<file path="config.mk">
export PLATFORM = sky130hd
export DESIGN_NAME = lzrd_ctrl
export DESIGN_NICKNAME = d
export VERILOG_FILES = /design/src/rtl/core/lzrd_pkg.sv /design/src/rtl/core/lzrd_ctrl.sv
export SDC_FILE = /design/constraint.sdc
export NUM_CORES = 1
export LEC_CHECK = 0
export BUFFER_PORTS_ARGS = -buffer_cell sky130_fd_sc_hd__buf_4
export CAP_MARGIN = 10
export CORE_AREA = 5 5 42 44
export DETAILED_ROUTE_END_ITERATION = 8
export DIE_AREA = 0 0 47 49
export SLEW_MARGIN = 15
export SYNTH_ARGS = -nofsm -noshare
export SYNTH_HDL_FRONTEND = slang
export SYNTH_SLANG_ARGS = --single-unit
</file>
<file path="constraint.sdc">
create_clock -name clk -period 2.03 [get_ports clk]
set_clock_uncertainty 0.2 [all_clocks]
set_input_delay 0.5075 -clock clk [delete_from_list [all_inputs] [get_ports clk]]
set_output_delay 0.5075 -clock clk [all_outputs]
set_load 0.005 [all_outputs]
</file>
<file path="src/rtl/core/lzrd_pkg.sv">
package lzrd_pkg;

	localparam int RING_BYTES = 4096;
	localparam int RING_AW    = $clog2(RING_BYTES);
	localparam int LEN_W      = 24;
	localparam int CNT_W      = 5;
	localparam int FILL_W     = RING_AW + 1;

	localparam logic [RING_AW-1:0] START_POS = RING_AW'(12'hFEE);
	localparam logic [CNT_W-1:0]   MIN_MATCH = CNT_W'(3);

	// controller to datapath
	typedef struct packed {
		logic take;        // input transaction this cycle
		logic emit_copy;   // emit one byte of a back reference
	} lzrd_cmd_t;

	// datapath to controller
	typedef struct packed {
		logic copy_start;  // current input byte opens a back reference copy
		logic copy_last;   // byte in flight is the last of the copy
		logic out_free;    // output register can take a byte this cycle
	} lzrd_stat_t;

endpackage

</file>
<file path="src/rtl/core/lzrd_ctrl.sv">
module lzrd_ctrl
	import lzrd_pkg::*;
(
	input  logic       clk,
	input  logic       arst_n,
	input  logic       s_tvalid,
	output logic       s_tready,
	input  lzrd_stat_t stat,
	output lzrd_cmd_t  cmd
);

	typedef enum logic [1:0] {
		ST_IDLE,
		ST_PRIME,
		ST_COPY
	} state_t;

	state_t state_q;

	// take input only when a literal could go straight to the output
	assign s_tready      = (state_q == ST_IDLE) && stat.out_free;
	assign cmd.take      = s_tvalid && s_tready;
	assign cmd.emit_copy = (state_q == ST_COPY) && stat.out_free;

	// sequence a back reference: prime the ring read, then stream bytes
	always_ff @(posedge clk or negedge arst_n) begin
		if (!arst_n) begin
			state_q <= ST_IDLE;
		end else begin
			unique case (state_q)
				ST_IDLE: begin
					if (cmd.take && stat.copy_start) begin
						state_q <= ST_PRIME;
					end
				end
				ST_PRIME: begin
					state_q <= ST_COPY;
				end
				ST_COPY: begin
					if (cmd.emit_copy && stat.copy_last) begin
						state_q <= ST_IDLE;
					end
				end
				default: begin
					state_q <= ST_IDLE;
				end
			endcase
		end
	end

	ap_prime_to_copy: assert property (@(posedge clk) disable iff (!arst_n)
		state_q == ST_PRIME |=> state_q == ST_COPY)
		else $error("prime cycle not followed by copy");

	ap_copy_ends: assert property (@(posedge clk) disable iff (!arst_n)
		cmd.emit_copy && stat.copy_last |=> state_q == ST_IDLE && !cmd.emit_copy)
		else $error("copy did not end after its last byte");

endmodule

</file>
## Yosys cells after proc, flatten, opt, wreduce, memory -nomap -nowiden

Index checks and enable logic that the tools add are counted.

- Eq/ne operators: 4
- Multiplexer cells: 3
- Reductions and logical operators: 7

Operators with widths:

| cell | count |
|---|---|
| 2-bit case mux with 3 select lines | 1 |
| 1-bit logical AND | 5 |
| 2-bit two-way mux | 2 |
| 2-bit by 1-bit != test with 1-bit output (second input constant) | 2 |
| 2-bit by 1-bit equality test with 1-bit output (second input constant) | 1 |
| 2-bit equality test (second input constant) | 1 |
| 2-bit zero test | 1 |
| 2-bit AND reduction | 1 |

- Bits in registers: 2
- Output and inout port bits: 3

## Depth between registers and ports, before layout

- Depth after elaboration: 6
- Gate-level depth with buffers: 2
- Gate-level depth less buffers: 2

## Worst setup path before layout

OpenSTA, ideal clock, no wires.

- Path type: register to output
- From: reg state_q[0]
- To: out cmd[1] in the netlist's numbering
- Arrival: 0.680 ns
- Data required time: 1.322 ns
- Slack: 0.642 ns
- Stages on the path, launching flop included: 3
- Cell sequence: dfrtp_1 > nor2_1 > and3_1

RTL lines:

| what | RTL line | text |
|---|---|---|
| from (decl) | lzrd_ctrl.sv:18 | `state_t state_q;` |
| from (signal assigned) | lzrd_ctrl.sv:28 | `state_q <= ST_IDLE;` |
| from (signal assigned) | lzrd_ctrl.sv:33 | `state_q <= ST_PRIME;` |
| from (signal assigned) | lzrd_ctrl.sv:37 | `state_q <= ST_COPY;` |
| to (decl) | lzrd_ctrl.sv:9 | `output lzrd_cmd_t cmd` |

==> impl.org <==
** STA
- The worst path uses 87.0% of the clock period.
- Slew @ Worst Pin :: 0.109 ns
- Setup repair after global routing missed its margin :: false
- Derived from the worst setup path, the maximum achievable clock frequency is 0.566 GHz.
- Time the final worst path needs with I/O delays and setup :: 1.77 ns
- The worst pin sits at a relative slew slack of 92.5%.
- The number of hold-slack violations in the final timing report came to 0.
- The count of pins over their slew limit is 0.
- Setup total negative slack on the finished layout was measured at 0 ns.
- Final setup violating endpoints :: 0

** Setup path
- Worst endpoint required time :: 1.32 ns
- The critical path in this run is classified as reg -> out.
- Largest stage delay, worst path :: 0.40 ns
- Setup crit end kind :: primary output
- On the critical path, the stage with the largest delay is an instance of sky130_fd_sc_hd__dfrtp_1.
- The signal on the critical path passes through nor2_1, and3_1, buf_4.
- Critical-path maximum fanout :: 3
- STA classifies the critical path startpoint as a flop.
- Critical path arrival :: 1.06 ns

** Yosys
- Sorting the synthesized cells by area gives the leading types as sky130_fd_sc_hd__dfrtp_1 49%, sky130_fd_sc_hd__a21bo_1 9.8%, sky130_fd_sc_hd__mux2i_1 9.8%.
- Post-synthesis instance area :: 103 um^2
- Synthesis produced a netlist whose cell count is 10.
- The biggest area contributor in the post-synthesis netlist is sky130_fd_sc_hd__dfrtp_1.
- Post-synthesis cell type count :: 8
- In the synthesized netlist, the cells that appear most often are 2 x sky130_fd_sc_hd__dfrtp_1, 2 x sky130_fd_sc_hd__nor2_1.
- Number of synthesized flops with an enable pin :: 0
- Area share of the leading cell type in the synthesized netlist :: 48.8%
- Post-synth ARST share :: 100%
- After synthesis, the mean cell area works out to 10.3 um^2.
- Number of synthesized register bits :: 2
- Yosys printed 0 warnings.
- The most used flip-flop cell after synthesis is sky130_fd_sc_hd__dfrtp_1.
- Counting every net in the synthesized netlist gives 16.
- Fraction of the yosys area taken by sequential cells :: 48.8%

** Min path
- In this run the worst hold path is classified as reg -> reg.

** CTS
- TritonCTS built the clock tree.
- Cts repair resizes :: 0
- CTS built an H-tree with a depth of 1.
- Clock latency of the later-clocked register in the worst-skew pair :: 0.23 ns
- Post-CTS setup repair buffer count :: 0
- CTS placed an instance of sky130_fd_sc_hd__clkbuf_4 at the clock tree root.
- Clock-pin slew was measured on the worst setup and hold paths at 0.03 ns.
- Number of CTS-inserted buffers :: 3
- Number of buffers on the longest clock path :: 2
- The clock drives 2 sinks.

** Power
- Sequential share of power :: 28.1%
- The analysis attributes to cell leakage a power of 0.109 nW.
- The internal portion of the total power is 136 uW.
- Of the total power, the clock network draws 51.1%.
- In this run the power density over the cells is 837 mW/mm^2.
- Per report_power, the combinational group accounts for 20.8% of the total.
- Net switching is 24.7% of the power.
- The worst-case IR drop observed on VDD is 0.168 mV.
- For this design the total switching power over the nets is 44.5 uW.

** Floorplanning
- After floorplanning, the core was sized to cover 0.00140 mm^2.
- The floorplan step defined a die boundary enclosing 0.00230 mm^2.
- The initial utilization of the core area, before any placement, comes to 7.32%.
- Std cell rows :: 14
- For this design the top-level I/O count stands at 9.
- The die is 49 um tall.
- Chip width :: 47 um

** Placement
- After detailed placement, the total cell area comes to 183 um^2.
- The congestion estimate from routability-driven global placement came to 0.665.
- Post-detail-place hpwl :: 233 um
- Port Buffer Count :: 8

** Cells and area
- Once layout is done, the placed cells without fillers occupy 215 um^2.
- Layout cells sized above 1 :: 50.0%
- Final core utilization :: 15.4%
- Relative to the synthesized area, the layout overhead comes to 110%.
- Number of diodes added for antenna fixing :: 0
- After the last flow step, the layout net total stands at 30.
- Top Registers :: state_q (2)
- Reg with most FFs :: state_q
- The register with the most flip-flops in the layout has 2 of them.

** Global route
- The number of antenna violations at the first check in global routing was 0.
- The first global-routing pass estimated 565 um of wire.
- The via count of the first global-routing pass was 139.
- Global routing finished with a remaining overflow of 0.
- Entering global routing, the biggest net connects 6 pins.
- Overall Global Routing Usage :: 3.87%

** Job
- The tool flagged a number of max-cap violations equal to 0.

** Routing
- After detailed routing, the number of vias per cell comes to 3.00.
- For this run, the detailed router's first-pass iteration total came to 1.
- Total number of vias :: 114
- After detailed routing, the average wire length per cell comes to 8.34 um.
- The detail route stage leaves a number of antenna-violating nets equal to 0.
- After detailed routing, the number of remaining DRC violations is 0.
- Wires add up to 317 um.
- Detailed Route Iter0 Violations :: 0

** Status
- Run status :: complete, no violations
## path summary, 6_finish.rpt
| path | start | slack, ns | endpoint | depth (start not counted) |
|---|---|---|---|---|
| max in group asynchronous | arst_n | 1.13 | state_q[0] | 2 |
| max | state_q[0] | 0.26 | cmd[1] | 3 |
| max reg2reg | state_q[0] | 1.01 | state_q[0] | 2 |
| min reg2reg | state_q[0] | 0.31 | state_q[1] | 1 |
| min in group asynchronous | arst_n | 0.41 | state_q[1] | 2 |
| min | state_q[0] | 0.31 | state_q[1] | 1 |
## per-stage QoR
stage | hold WS, ns | cells | setup slack (ns) | total power, mW
after detailed placement | 0.0909 | 34 | 0.428 | 0.0872
after global placement | 0.0898 | 34 | 0.417 | 0.0871
final | 0.305 | 38 | 0.264 | 0.180
after CTS | 0.312 | 38 | 0.251 | 0.188
after global routing | 0.363 | 38 | 0.163 | 0.199
after floorplan | 0.0119 | 10 | 0.642 | 0.0650
## power by group through the flow
stage / sequential [mW] / combinational (mW) / clock (mW)
after detailed placement: 0.0504 / 0.0368 / 0
after global routing: 0.0523 / 0.0441 / 0.102
after global placement: 0.0508 / 0.0363 / 0
after floorplan: 0.0494 / 0.0156 / 0
final: 0.0505 / 0.0375 / 0.0920
after CTS: 0.0506 / 0.0381 / 0.0997
## cell type report
class,instances,area (um^2)
clock buffers,3,22.5
fillers,168,1190
multi-input cells,8,52.6
flip-flops and latches,2,50.0
well taps,16,20.0
repair buffers,9,70.1
## worst max-delay path: cells and delay by family (launching register included)
family,cells,cell delay [ns]
flops,1,0.40
simple gates,2,0.33
buf+inv,1,0.10
## layer usage
layer | vias to the layer above | global-route usage, % | wire (um)
met1 | 46 | 4.62 | 158
met2 | 9 | 3.62 | 99
met5 | - | 0 | 0
met3 | 0 | 2.21 | 59
met4 | 0 | 5.53 | 0
li1 | 59 | - | -
## cell families (layout without fill, tap and decap cells)
group,after synthesis,after routing,share of synthesized area (%)
simple gates,6,6,31.7
flops,2,2,48.8
compound gates,1,1,9.76
mux,1,1,9.76
buf+inv,0,12,0
## layout by cell type, fill, tap and decap left out
master                          Yosys  final
sky130_fd_sc_hd__buf_4              0      8
sky130_fd_sc_hd__clkbuf_4           0      3
sky130_fd_sc_hd__nor2_1             2      2
sky130_fd_sc_hd__dfrtp_1            2      2
sky130_fd_sc_hd__and2_1             1      1
sky130_fd_sc_hd__and3_1             1      1
sky130_fd_sc_hd__nand2_1            1      1
sky130_fd_sc_hd__a21bo_1            1      1
sky130_fd_sc_hd__mux2i_1            1      1
sky130_fd_sc_hd__and4_1             1      1
sky130_fd_sc_hd__dlygate4sd3_1      0      1
## timing repair
item,4_1_cts,5_1_grt
hold buffers,1,0
hold endpoints to repair,2,0
setup endpoints to repair,0,0
(Power assumes the default switching activity.)
